[src/duas_pkg.sv]
// ----------------------------------------------------------------------------
// duas_pkg
// Shared types and constants of the dual UART audio serializer.
// ----------------------------------------------------------------------------
package duas_pkg;

  // Configuration register indexes
  localparam logic [1:0] CFG_AMPLITUDE     = 2'd0;
  localparam logic [1:0] CFG_BIT_SAMPLES   = 2'd1;
  localparam logic [1:0] CFG_FRAME_SAMPLES = 2'd2;

  localparam int CFG_IDX_W  = 2;
  localparam int CFG_DATA_W = 16;

  // Bit boundaries of a frame: start, eight data bits, stop
  localparam int FRAME_BITS = 10;
  localparam int THR_W      = 12;

  // Reset values of the configuration registers
  localparam logic [14:0] AMPLITUDE_RST     = 15'd24576;
  localparam logic [7:0]  BIT_SAMPLES_RST   = 8'd8;
  localparam logic [15:0] FRAME_SAMPLES_RST = 16'd128;

  // One classified item handed from the front end to the back end
  typedef struct packed {
    logic       is_tick;
    logic       chan;
    logic [7:0] data;
  } item_t;

  // Derived configuration seen by the back end
  typedef struct packed {
    logic [14:0]                       amplitude;
    logic [FRAME_BITS-1:0][THR_W-1:0]  thr;        // thr[j] = (j+1) * bit length
    logic [15:0]                       flen;       // frame length in samples
  } cfg_t;

endpackage

[src/duas_in_if.sv]
// ----------------------------------------------------------------------------
// duas_in_if
// Input channel: push or tick items with valid/ready handshake.
// ----------------------------------------------------------------------------
interface duas_in_if;
  logic       valid;
  logic       ready;
  logic       mode;
  logic       channel;
  logic [7:0] data_byte;

  modport source (output valid, output mode, output channel, output data_byte,
                  input ready);
  modport sink   (input valid, input mode, input channel, input data_byte,
                  output ready);
endinterface

[src/duas_front.sv]
// ----------------------------------------------------------------------------
// duas_front
// Accept input items, classify them, and hold them in a two-entry queue.
// ----------------------------------------------------------------------------
module duas_front (
  input  logic              clk,
  input  logic              rst_n,
  duas_in_if.sink           in_if,
  output logic              q_valid,
  output duas_pkg::item_t   q_item,
  input  logic              q_pop
);

  duas_pkg::item_t ent_r [2];
  logic       wr_ptr_r, wr_ptr_nxt;
  logic       rd_ptr_r, rd_ptr_nxt;
  logic [1:0] cnt_r, cnt_nxt;
  logic       push;
  logic       pop;
  duas_pkg::item_t item_in;

  assign in_if.ready = (cnt_r != 2'd2);
  assign push        = in_if.valid && in_if.ready;
  assign pop         = q_pop && (cnt_r != 2'd0);

  always_comb begin
    item_in.is_tick = in_if.mode;
    item_in.chan    = in_if.channel;
    item_in.data    = in_if.data_byte;

    wr_ptr_nxt = push ? ~wr_ptr_r : wr_ptr_r;
    rd_ptr_nxt = pop ? ~rd_ptr_r : rd_ptr_r;
    cnt_nxt    = cnt_r + {1'b0, push} - {1'b0, pop};
  end

  always_ff @(posedge clk) begin
    if (push) begin
      ent_r[wr_ptr_r] <= item_in;
    end
  end

  always_ff @(posedge clk) begin
    if (!rst_n) begin
      wr_ptr_r <= 1'b0;
      rd_ptr_r <= 1'b0;
      cnt_r    <= 2'd0;
    end else begin
      wr_ptr_r <= wr_ptr_nxt;
      rd_ptr_r <= rd_ptr_nxt;
      cnt_r    <= cnt_nxt;
    end
  end

  assign q_valid = (cnt_r != 2'd0);
  assign q_item  = ent_r[rd_ptr_r];

endmodule

[src/flat_wrapper.sv]
// flat-port wrapper written by rule: the top's interface ports become plain ports
module duas_front_flat 
  (clk, rst_n, q_valid, q_item, q_pop, in_if_valid, in_if_mode, in_if_channel, in_if_data_byte, in_if_ready);
  duas_in_if in_if_i ();
  input  logic clk;
  input  logic rst_n;
  output logic q_valid;
  output duas_pkg::item_t q_item;
  input  logic q_pop;
  input wire logic [$bits(in_if_i.valid)-1:0] in_if_valid;
  input wire logic [$bits(in_if_i.mode)-1:0] in_if_mode;
  input wire logic [$bits(in_if_i.channel)-1:0] in_if_channel;
  input wire logic [$bits(in_if_i.data_byte)-1:0] in_if_data_byte;
  output wire logic [$bits(in_if_i.ready)-1:0] in_if_ready;
  assign in_if_i.valid = in_if_valid;
  assign in_if_i.mode = in_if_mode;
  assign in_if_i.channel = in_if_channel;
  assign in_if_i.data_byte = in_if_data_byte;
  assign in_if_ready = in_if_i.ready;
  duas_front u_core (.clk(clk), .rst_n(rst_n), .in_if(in_if_i), .q_valid(q_valid), .q_item(q_item), .q_pop(q_pop));
endmodule
[config.mk]
export PLATFORM = sky130hd
export DESIGN_NAME = duas_front_flat
export DESIGN_NICKNAME = d
export VERILOG_FILES = /design/src/duas_pkg.sv /design/src/duas_in_if.sv /design/src/duas_front.sv /design/src/flat_wrapper.sv
export SDC_FILE = /design/constraint.sdc
export NUM_CORES = 1
export LEC_CHECK = 0
export BUFFER_PORTS_ARGS = -buffer_cell sky130_fd_sc_hd__buf_2
export CAP_MARGIN = 20
export CORE_UTILIZATION = 45
export CTS_CLUSTER_DIAMETER = 50
export CTS_CLUSTER_SIZE = 20
export DETAILED_ROUTE_END_ITERATION = 16
export GPL_ROUTABILITY_DRIVEN = 0
export PLACE_DENSITY = 0.8
export SYNTH_ARGS = -nofsm -noshare
export SYNTH_HDL_FRONTEND = slang
export SYNTH_SLANG_ARGS = --single-unit
[constraint.sdc]
create_clock -name clk -period 2.3 [get_ports clk]
set_clock_uncertainty 0.2 [all_clocks]
set_input_delay 0 -clock clk [delete_from_list [all_inputs] [get_ports clk]]
set_output_delay 0 -clock clk [all_outputs]
set_load 0.05 [all_outputs]
-- After elaboration in Yosys (flattened, before gate mapping)
Memory sizes are Yosys's and may differ from the RTL's. A register that Yosys moved wholly into a read port is not among the register bits.
Index checks and enable logic that the tools add are counted.
- register bits: 4
- bits in writable memories: 20
- input port bits: 14
- output and inout port bits: 12
- logic and storage cells: 16
- memories kept: 1
- add/sub/neg operators: 2
- eq/ne operators: 1
- mux-type cells: 4
- bitwise logic cells: 2
- reductions and logical operators: 3
- memories (memory ; depth ; width ; rd ports ; clocked after Yosys merged registers in ; write ports ; RTL line ; source):
    u_core.ent_r ; 2 ; 10 ; 1 ; 1 ; 1 ; duas_front.sv:14 ; duas_pkg::item_t ent_r [2];
- operator list (operator ; count):
    $mux W1 ; 4
    $add A2 B1 Y2 ; 1
    $logic_and A1 B1 Y1 ; 2
    $ne A2 B2 Y1 const B ; 1
    $not A1 Y1 ; 2
    $reduce_bool A2 Y1 ; 1
    $sub A2 B1 Y2 ; 1

-- Depth between registers and ports, before layout
- word-level depth: 4
- depth in mapped cells: 7
- mapped depth without buffers: 7

-- Worst setup path before layout
OpenSTA, ideal clock, no wires.
- path kind: register to register
- from: register u_core.cnt_r[0]
- to: register u_core.cnt_r[1]
- setup time: 0.078 ns
- arrival time: 1.452 ns
- data required time: 2.022 ns
- setup slack: 0.570 ns
- stages on the path, launching flop included: 7
- path buffers: 0
- period minus slack after synthesis: 1.730 ns
- cells stage by stage: dfxtp_1 -> nand2b_2 -> and2_4 -> ha_1 -> xor2_1 -> and2_1 -> nor3_1
- cells in the longest elaborated chain, start to end: 4
- elaborated cells between the ends (all ways): 6
- those cells by class: 2 x add/sub; 1 x eq/ne; 3 x reduce/logical
- RTL lines (element ; RTL line ; source):
    start, declared ; duas_front.sv:17 ; logic [1:0] cnt_r, cnt_nxt;
    start signal, assigned ; duas_front.sv:50 ; cnt_r <= cnt_nxt;
    $ne A2 B2 Y1 ; duas_front.sv:22 ; assign in_if.ready = (cnt_r != 2'd2);
    named net in_if_ready ; flat_wrapper.sv:14 ; output wire logic [$bits(in_if_i.ready)-1:0] in_if_ready;
    $logic_and A1 B1 Y1 ; duas_front.sv:23 ; assign push = in_if.valid && in_if.ready;
    named net u_core.push ; duas_front.sv:18 ; logic push;
    $add A2 B1 Y2 ; duas_front.sv:33 ; cnt_nxt = cnt_r + {1'b0, push} - {1'b0, pop};
    $sub A2 B1 Y2 ; duas_front.sv:33 ;
The timed path passes the listed nets, and every way through them passes these cells.
A chain may end at the register's enable or synchronous reset.

-- Worst setup path after layout
- from: register u_core.cnt_r[1]
- to: register u_core.cnt_r[0]
- elaborated cells between the ends (all ways): 6
- those cells by class: 2 x add/sub; 1 x eq/ne; 3 x reduce/logical
- RTL lines (element ; RTL line ; source):
    $reduce_bool A2 Y1 ; duas_front.sv:24 ; assign pop = q_pop && (cnt_r != 2'd0);
    $logic_and A1 B1 Y1 ; duas_front.sv:24 ;
    named net u_core.pop ; duas_front.sv:19 ; logic pop;
    $sub A2 B1 Y2 ; duas_front.sv:33 ;
    named net u_core.cnt_nxt[0] ; duas_front.sv:17 ;
The timed path passes the listed nets, and every way through them passes these cells.

==> results.json <==
{
  "status": "completed",
  "syn_area_um2": 975.9,
  "dpl_worst_slack_ns": 0.5613,
  "place_hpwl_um": 957,
  "fin_nets": 117,
  "hold_violations": 0,
  "cp.required_ns": 2.30,
  "netlist_instances": 58,
  "grt_overflow_total": 0,
  "fin_ws_ns": 0.1525,
  "finalPower_mw": 1.419,
  "final_core_util_pct": 64.75,
  "gr-max-usage-layer": "met2",
  "die_width_um": 48.57,
  "hold_path_class": "input pin to register",
  "syn_nets": 74,
  "antenna_left": 0,
  "cellLeakagePower_nw": 0.5214,
  "rsz0062_at_grt": "false",
  "synth_area_leaders": "edfxtp_1 (62%), mux2_2 (12%), dfxtp_1 (10%), ha_1 (2.6%), nor2b_4 (1.4%)",
  "critPathKind": "register to register",
  "vias": 598,
  "insertion_delay_ns": 0.30,
  "drcViolationCount": 0,
  "fin_crit_ns": 2.147,
  "io_pins": 26,
  "antenna_found_initial": 0,
  "clock-sinks": 25,
  "powerDensity_nw_per_um2": 1095,
  "synth.largest_area_cell": "edfxtp_1",
  "grt.met1_usage_pct": 19.54,
  "clockBufferDepth": 2,
  "vias_per_cell": 4.709,
  "clkTransAtPathRegs_ns": 0.13,
  "design_area_um2": 1296,
  "synth_top_area_share_pct": 61.54,
  "start_util_pct": 48.75,
  "core_um2": 2002,
  "drive_above_1_share_pct": 45.00,
  "totalNegativeSetupSlack_ns": 0,
  "grt_util_met2_pct": 26.53,
  "synth-seq-area-share_pct": 71.79,
  "diodes": 0,
  "placedCellCount": 109,
  "cp-start-kind": "register",
  "layout_commonest_cell": "buf_2",
  "hold_slack_ns": 0.2076,
  "ys_seq_elements": 25,
  "num_rows": 16,
  "slew_violations": 0,
  "avgSynthCellArea_um2": 16.83,
  "htreeDepth": 1,
  "placed_area_um2": 1130,
  "slew-limit-headroom_pct": 70.46,
  "drt_iter0_markers": 3,
  "firstDrtPassIters": 3,
  "grt_first_pass_wirelength_um": 2773,
  "maxCapViolations": 0,
  "port_buffers": 25,
  "use_met3_pct": 2.830,
  "chipHeight_um": 48.57,
  "grt_pass1_vias": 658,
  "ys_warn_count": 0,
  "crit_fanout": 5,
  "grt_use_total_pct": 15.69,
  "root_buffer": "clkbuf_4",
  "final_cell_mix": "buf_2 (25), edfxtp_1 (20), dlygate4sd3_1 (14)",
  "end_kind": "register",
  "cts_tree": "built",
  "fmax_mhz": 465.7,
  "die_area_um2": 2359,
  "setup_viol_count_final": 0,
  "ir_worst_vdd_mv": 0.6464,
  "cts_buffers": 3,
  "grt_max_degree": 14,
  "fin_cells": 127,
  "period_share_pct": 93.37,
  "wl_per_cell_um": 12.05,
  "cts_setup_buffers": 0,
  "area_delta_synth_final_pct": 32.82,
  "tightestPinTransition_ns": 0.4426,
  "arrival_ns": 2.15,
  "yosysUniqueCellTypes": 20,
  "wirelength_um": 1530
}
-- routing by layer --
| metal | vias up | share of wire [%] |
|---|---|---|
| met5 | - | 0 |
| met4 | 0 | 0.85 |
| met3 | 2 | 3.5 |
| met2 | 17 | 49 |
| met1 | 284 | 47 |
| li1 | 295 | - |
-- sequential cells by signal, summed over array words and instances (netlist names), named ones only --
register / cells
u_core.cnt_r: 2
u_core.ent_r: 20
u_core.rd_ptr_r: 1
u_core.wr_ptr_r: 1
-- critical path, stage by stage, from the launching register on --
cell	delay, ns
dfxtp_1	0.37
o21a_2	0.23
ha_1	0.27
inv_1	0.04
ha_1	0.25
and2_1	0.15
dlygate4sd3_1	0.55
-- cell families (layout without fill, tap and decap cells) --
logic type	count (synthesis)	after routing	share of synthesized area, %
multiplexers	10	10	11.54
adder cells (fa/ha/maj)	2	2	2.564
buffers and inverters	4	46	1.666
AO/OA/AOI/OAI	2	2	1.795
AND/OR/NAND/NOR	13	13	8.846
XOR/XNOR	2	2	1.795
flip-flops	25	25	71.80
-- path summary, 6_finish.rpt --
| check | start | to | slack [ns] | cells after the start |
|---|---|---|---|---|
| min reg2reg | u_core.wr_ptr_r$_SDFFE_PN0P_ | u_core.wr_ptr_r$_SDFFE_PN0P_ | 0.32 | 2 |
| max | u_core.cnt_r[1]$_SDFF_PN0_ | u_core.cnt_r[0]$_SDFF_PN0_ | 0.15 | 6 |
| max reg2reg | u_core.cnt_r[1]$_SDFF_PN0_ | u_core.cnt_r[0]$_SDFF_PN0_ | 0.15 | 6 |
| min | in_if_mode | u_core.ent_r[0][9]$_DFFE_PP_ | 0.21 | 2 |
-- cell type report --
cell class / instances / area, um2
tap: 27 / 33.78
fill: 164 / 705.7
timing repair buffer: 39 / 265.3
sequential: 25 / 700.7
multi-input combinational: 29 / 259.0
clock buffer: 4 / 26.28
inverter: 3 / 11.26
-- cell usage after synthesis --
master	count
ha_1	2
dfxtp_1	5
o21a_2	1
inv_1	3
and2_4	1
nand4b_1	1
xor2_1	1
nor2_1	3
and3_2	1
nand2_1	1
or2_2	1
nor2b_4	1
nor3_1	1
buf_2	1
and2_1	2
edfxtp_1	20
xnor2_1	1
mux2_2	10
nand2b_2	1
o21ai_2	1
-- what timing repair did --
action | in CTS | in global routing
endpoints found under the hold margin | 25 | 0
hold buffers | 14 | 0
gates resized for setup | 0 | 0
-- where the power goes --
part           switching (mW)  internal, mW
clock                   0.118        0.0676
sequential             0.0549         0.577
combinational           0.392         0.210
(Power assumes the default switching activity.)
