--- src/duas_pkg.sv ---
// ----------------------------------------------------------------------------
// duas_pkg
// Shared types and constants of the dual UART audio serializer.
// ----------------------------------------------------------------------------
package duas_pkg;

  // Configuration register indexes
  localparam logic [1:0] CFG_AMPLITUDE     = 2'd0;
  localparam logic [1:0] CFG_BIT_SAMPLES   = 2'd1;
  localparam logic [1:0] CFG_FRAME_SAMPLES = 2'd2;

  localparam int CFG_IDX_W  = 2;
  localparam int CFG_DATA_W = 16;

  // Bit boundaries of a frame: start, eight data bits, stop
  localparam int FRAME_BITS = 10;
  localparam int THR_W      = 12;

  // Reset values of the configuration registers
  localparam logic [14:0] AMPLITUDE_RST     = 15'd24576;
  localparam logic [7:0]  BIT_SAMPLES_RST   = 8'd8;
  localparam logic [15:0] FRAME_SAMPLES_RST = 16'd128;

  // One classified item handed from the front end to the back end
  typedef struct packed {
    logic       is_tick;
    logic       chan;
    logic [7:0] data;
  } item_t;

  // Derived configuration seen by the back end
  typedef struct packed {
    logic [14:0]                       amplitude;
    logic [FRAME_BITS-1:0][THR_W-1:0]  thr;        // thr[j] = (j+1) * bit length
    logic [15:0]                       flen;       // frame length in samples
  } cfg_t;

endpackage

--- src/duas_cfg.sv ---
// ----------------------------------------------------------------------------
// duas_cfg
// Configuration registers with precomputed bit boundaries and frame length.
// ----------------------------------------------------------------------------
module duas_cfg (
  input  logic                           clk,
  input  logic                           rst_n,
  input  logic                           cfg_we,
  input  logic [duas_pkg::CFG_IDX_W-1:0]  cfg_idx,
  input  logic [duas_pkg::CFG_DATA_W-1:0] cfg_wdata,
  output duas_pkg::cfg_t                 cfg
);

  logic [14:0] amp_r, amp_nxt;
  logic [15:0] frame_r, frame_nxt;
  logic [15:0] flen_r, flen_nxt;
  logic [duas_pkg::FRAME_BITS-1:0][duas_pkg::THR_W-1:0] thr_r, thr_nxt, thr_new;
  logic [7:0]  bl_eff;
  logic [15:0] ten_bl;

  always_comb begin
    // zero bit length counts as one
    bl_eff = (cfg_wdata[7:0] == 8'd0) ? 8'd1 : cfg_wdata[7:0];
    for (int j = 0; j < duas_pkg::FRAME_BITS; j++) begin
      thr_new[j] = duas_pkg::THR_W'(j + 1) * {4'b0, bl_eff};
    end
    ten_bl = {4'b0, thr_new[duas_pkg::FRAME_BITS-1]};

    amp_nxt   = amp_r;
    frame_nxt = frame_r;
    flen_nxt  = flen_r;
    thr_nxt   = thr_r;
    if (cfg_we) begin
      unique case (cfg_idx)
        duas_pkg::CFG_AMPLITUDE: begin
          amp_nxt = cfg_wdata[14:0];
        end
        duas_pkg::CFG_BIT_SAMPLES: begin
          thr_nxt  = thr_new;
          flen_nxt = (ten_bl > frame_r) ? ten_bl : frame_r;
        end
        duas_pkg::CFG_FRAME_SAMPLES: begin
          frame_nxt = cfg_wdata;
          flen_nxt  = ({4'b0, thr_r[duas_pkg::FRAME_BITS-1]} > cfg_wdata) ?
                      {4'b0, thr_r[duas_pkg::FRAME_BITS-1]} : cfg_wdata;
        end
        default: begin
          // unused index: ignore
        end
      endcase
    end
  end

  always_ff @(posedge clk) begin
    if (!rst_n) begin
      amp_r   <= duas_pkg::AMPLITUDE_RST;
      frame_r <= duas_pkg::FRAME_SAMPLES_RST;
      flen_r  <= duas_pkg::FRAME_SAMPLES_RST;
      for (int j = 0; j < duas_pkg::FRAME_BITS; j++) begin
        thr_r[j] <= duas_pkg::THR_W'(j + 1) * {4'b0, duas_pkg::BIT_SAMPLES_RST};
      end
    end else begin
      amp_r   <= amp_nxt;
      frame_r <= frame_nxt;
      flen_r  <= flen_nxt;
      thr_r   <= thr_nxt;
    end
  end

  assign cfg.amplitude = amp_r;
  assign cfg.thr       = thr_r;
  assign cfg.flen      = flen_r;

endmodule

--- config.mk ---
export PLATFORM = sky130hd
export DESIGN_NAME = duas_cfg
export DESIGN_NICKNAME = d
export VERILOG_FILES = /design/src/duas_pkg.sv /design/src/duas_cfg.sv
export SDC_FILE = /design/constraint.sdc
export NUM_CORES = 1
export LEC_CHECK = 0
export BUFFER_PORTS_ARGS = -buffer_cell sky130_fd_sc_hd__buf_4
export CORE_UTILIZATION = 48
export CTS_CLUSTER_SIZE = 14
export DETAILED_ROUTE_END_ITERATION = 12
export PLACE_DENSITY = 0.74
export SLEW_MARGIN = 20
export SYNTH_ARGS = -nofsm -noshare
export SYNTH_HDL_FRONTEND = slang
export SYNTH_SLANG_ARGS = --single-unit
--- constraint.sdc ---
create_clock -name clk -period 6 [get_ports clk]
set_clock_uncertainty 0.05 [all_clocks]
set_input_delay 0.3 -clock clk [delete_from_list [all_inputs] [get_ports clk]]
set_output_delay 0.3 -clock clk [all_outputs]
set_load 0.02 [all_outputs]
# Yosys cells after proc, flatten, opt, wreduce, memory -nomap -nowiden
# Cells that the tools add are included.
# classes
multipliers,6
n_lt_le_gt_ge,2
n_eq_ne,2
n_mux,4
reduce_logical,7
# ops
cell,count
"3-bit by 8-bit multiplier with 11-bit output, first input constant",3
12-bit by 16-bit greater-than comparator with 1-bit output,2
16-bit 2-to-1 mux,2
16-bit one-hot mux with 2 select lines,1
"2-bit by 8-bit multiplier with 10-bit output, first input constant",2
"4-bit by 8-bit multiplier with 12-bit output, first input constant",1
8-bit logical NOT,1
8-bit 2-to-1 mux,1
2-bit AND reduction,4
"2-bit by 1-bit equality test with 1-bit output, second input constant",1
"2-bit equality test, second input constant",1
2-bit logical NOT,1
2-bit nonzero test,1
# totals
regBits,120
in_bits,21
out_inout_bits,151
word_cells,31

# Longest topological paths before layout
# logic_depth
depth_word,6
ltp_mapped,25
ltp_nobuf,23

# Worst setup path before layout
# No wires, ideal clock.
# synth_path
path_kind,input-to-reg
from,input port cfg_wdata[6] (netlist bit)
to,register flen_r[1]
setup_time_ns,0.117
arrival_ns,4.686
required_ns,5.833
path_slack_ns,1.147
path_stages,24
n_path_buf,3
cell_sequence,clkbuf_1 inv_1 ha_1 nand3_1 nor3_1 clkbuf_1 nor2_1 ha_1 inv_1 fa_1 nand2b_1 a211oi_1 o21ai_0 nand2_1 xnor2_1 ha_1 and4_1 nand2_1 or2_1 clkbuf_1 and3_1 a21oi_1 o22a_1 a32o_1
# synth_between
elab_chain_len,6
word_cells_on_any_way,8
cone_classes,mul (1); order compare (2); mux (4); reduce/logical (1)
# synth_lines
element,line_no,rtl
from (decl),duas_cfg.sv:10,"input logic [duas_pkg::CFG_DATA_W-1:0] cfg_wdata,"
8-bit logical NOT,duas_cfg.sv:23,bl_eff = (cfg_wdata[7:0] == 8'd0) ? 8'd1 : cfg_wdata[7:0];
8-bit 2-to-1 mux,duas_cfg.sv:23,
via bl_eff[4],duas_cfg.sv:18,logic [7:0] bl_eff;
3-bit by 8-bit multiplier with 11-bit output,duas_cfg.sv:25,"thr_new[j] = duas_pkg::THR_W'(j + 1) * {4'b0, bl_eff};"
via ten_bl[10],duas_cfg.sv:19,logic [15:0] ten_bl;
12-bit by 16-bit greater-than comparator with 1-bit output,duas_cfg.sv:40,flen_nxt = (ten_bl > frame_r) ? ten_bl : frame_r;
16-bit 2-to-1 mux,duas_cfg.sv:40,
16-bit one-hot mux with 2 select lines,duas_cfg.sv:34,unique case (cfg_idx)
to (signal assigned),duas_cfg.sv:58,flen_r <= duas_pkg::FRAME_SAMPLES_RST;
to (signal assigned),duas_cfg.sv:65,flen_r <= flen_nxt;
to (decl),duas_cfg.sv:16,"logic [15:0] flen_r, flen_nxt;"
# The timed path passes the listed nets, and every way through them passes these cells.
# A chain may end at the register's enable or synchronous reset.

# Worst setup path in the final report
# layout_path
from,input port cfg_wdata[6] (netlist bit)
to,register flen_r[7]
# Same word-level chain as after synthesis.

==> impl_metrics.ini <==
[logic_synthesis]
ys.flop_type = dfxtp_1
async_flop_share_pct = 0
syn_area_sq_um = 6519
synth-seq-cells = 91
synth_cell_type_count = 67
seq_area_frac_synth_pct = 27.95
yosys_warnings = 0
synth-edff-count = 0
synthCells = 806
syn_area_per_cell_sq_um = 8.088

[hold_path]
hold_end = amp_r[13]$_SDFFE_PN1P_
min_path_type = in -> reg
worstHoldStart = cfg_wdata[13]
min_path_cells = 3

[drt]
antenna_left = 0
drtIter0Drc = 334
drt_pre_antenna_iters = 4
drc_errors = 0
routedWlPerCell_microns = 16.05
routed_wirelength_mm = 16.85
vias_per_cell = 5.371
vias = 5640

[timing]
finalCritPeriodShare_pct = 91.11
tightest_slew_ns = 1.047
rsz0062_at_grt = false
fmax_ghz = 0.1829
fin_setup_tns_ns = 0
finalSetupViolations = 0
min_period_ns = 5.466
hold_viol = 0
report.final.slew_viol_count = 0
max-slew-margin-rel_pct = 29.96

[floorplanning]
rows = 42
initial_core_util_pct = 49.23
dieArea_sq_um = 14050
die_x_microns = 118.5
dieHeight_microns = 118.5
core_region_area_sq_um = 13240
num_io_pins = 172

[finish]
num_antenna_cells = 0
nets = 957
fin_util_pct = 56.48
final_common_cell = buf_4
mostFrequentLayoutCells = buf_4, nand2_1, dfxtp_1
area_delta_synth_final_pct = 14.74
drive_above_1_share_pct = 20.82

[critical_path]
critical_path_class = in -> reg
worstPathArrival_ns = 5.62
worst_setup_path_start_kind = primary input
r2r_slack_ns = 3.13
crit_required_ns = 6.15
worstPathMaxFanout = 12
r2r-end = flen_r[4]$_SDFFE_PN0P_
worst_setup_path_end_kind = flip-flop
r2r-start = cfg[112]$_SDFFE_PN0P_
worstRegToRegCells = 8

[clock_network]
clockRootBuffer = clkbuf_16
post_cts_resized = 0
numCtsBuffers = 9
ctsHoldBuffers = 0
cts_setup_buffers = 0
h-tree-depth = 3
cts_tree = built
clockBufferDepth = 2
insertion_delay_ns = 0.36
cts.clk_slew.worst_paths_ns = 0.07
numClockSinks = 91

[power]
peakVddDrop_mv = 0.1443
cellPowerDensity_nw_per_um2 = 231.6
power.static_leakage_nw = 3.524
totalPowerFinal_mw = 1.732

[placement]
gp_congestion = 0.9249
io_buffers = 148
dp_hpwl_mm = 12.60

[status]
status = complete, no violations

[global_route]
overflow = 0
grt_pass1_vias = 5265
grt_pass1_wl_mm = 27.23
grt_usage_pct = 24.60
antenna_found_initial = 0
grt_max_degree = 88

[flow_run]
drv_cap = 0
stage by stage:
step	setup WS (ns)	std cells	hold WS, ns	area, sq um
detailed placement	0.3692	1034	0.3931	7202
global placement	0.6166	1034	0.3892	7202
CTS	0.7208	1050	0.1281	7480
finish	0.5336	1050	0.1394	7480
global route	0.2275	1050	0.1598	7480
floorplan	1.147	828	0.3743	6601
flip-flops by register name, indices dropped and copies added, names as in the netlist:
| register | cells |
|---|---|
| frame_r | 16 |
| amp_r | 15 |
| cfg | 44 |
| flen_r | 16 |
synth_stat cells (all sizes together) (2+ instances only):
cell / instances / share of area (%)
nand2: 143 / 8.2
dfxtp: 91 / 28
buf: 83 / 9.4
ha: 62 / 12
inv: 48 / 2.8
a21boi: 42 / 4.8
o21ai: 40 / 3.1
clkbuf: 38 / 2.2
a21oi: 31 / 2.4
nor2: 29 / 1.7
xnor2: 17 / 2.3
nand3: 15 / 1.2
and2: 14 / 1.3
mux2i: 13 / 2.2
o211ai: 13 / 1.5
a21o: 10 / 1.2
mux2: 10 / 1.8
nor3: 9 / 0.69
o211a: 9 / 1.4
nor2b: 8 / 0.77
a211oi: 7 / 1.1
and3: 7 / 0.67
o221ai: 6 / 0.81
fa: 5 / 1.5
nand2b: 5 / 0.59
nand4: 4 / 0.38
o21a: 4 / 0.46
o31ai: 4 / 0.46
xor2: 4 / 0.54
o21bai: 3 / 0.40
a2111oi: 2 / 0.58
a211o: 2 / 0.27
a22oi: 2 / 0.23
a31oi: 2 / 0.19
a32o: 2 / 0.31
a32oi: 2 / 0.27
and4: 2 / 0.27
o22a: 2 / 0.27
o311ai: 2 / 0.27
or2: 2 / 0.19
routing by layer:
| layer | routed length (microns) | part of all wire [%] | GRT usage (%) | vias up |
|---|---|---|---|---|
| li1 | - | - | - | 2783 |
| met2 | 7476 | 44 | 38.63 | 232 |
| met3 | 1205 | 7.2 | 4.295 | 25 |
| met1 | 7741 | 46 | 33.22 | 2600 |
| met4 | 428 | 2.5 | 10.13 | 0 |
| met5 | 0 | 0 | 0 | - |
worst max-delay path, cell delays in order:
cell and delay [ns]:
buf_4 0.17, inv_1 0.23, ha_1 0.22, nand3_1 0.10, nor3_1 0.63, nor2_1 0.25
inv_1 0.17, ha_1 0.17, ha_1 0.19, inv_1 0.06, fa_1 0.38, nand2b_1 0.18
a211oi_1 0.24, o21ai_0 0.11, nand2_1 0.08, xnor2_1 0.12, ha_1 0.32, and4_1 0.22
nand2_1 0.13, nor2_1 0.70, a2111oi_1 0.20, a21oi_1 0.19, o21ai_0 0.10, a2bb2oi_1 0.15
power by group:
group	switching (mW)	internal [mW]
Combinational	0.314	0.216
Clock	0.254	0.285
Sequential	0.0265	0.636
cells by family (layout without fill, tap and decap cells):
logic type | count (synthesis) | in the layout | synth area share (%)
flip-flops | 91 | 91 | 27.95
other | 1 | 23 | 0.05753
XOR/XNOR | 21 | 21 | 2.821
buffers and inverters | 170 | 216 | 14.41
adder cells (fa/ha/maj) | 67 | 67 | 13.44
AND/OR/NAND/NOR | 242 | 242 | 16.56
AO/OA/AOI/OAI | 191 | 191 | 20.73
multiplexers | 23 | 23 | 4.031
worst max path at each step:
stage | start | endpoint | depth (start not counted)
finish | cfg_wdata[6] | flen_r[7]$_SDFFE_PN1P_ | 24
global route | cfg_wdata[6] | flen_r[5]$_SDFFE_PN0P_ | 23
CTS | cfg_wdata[6] | flen_r[7]$_SDFFE_PN1P_ | 24
detailed placement | cfg_wdata[6] | flen_r[7]$_SDFFE_PN1P_ | 22
global placement | cfg_wdata[6] | flen_r[7]$_SDFFE_PN1P_ | 24
floorplan | cfg_wdata[6] | flen_r[1]$_SDFFE_PN0P_ | 24
final cells by class:
class                   instances  area, sq um
clock buffers                  10        229.0
multi-input cells             567         3842
inverters                      49        183.9
fillers                      1270         5763
clock inverters                 6        48.80
well taps                     176        220.2
repair buffers                151         1134
flip-flops and latches         91         1822
(Power assumes the default switching activity.)
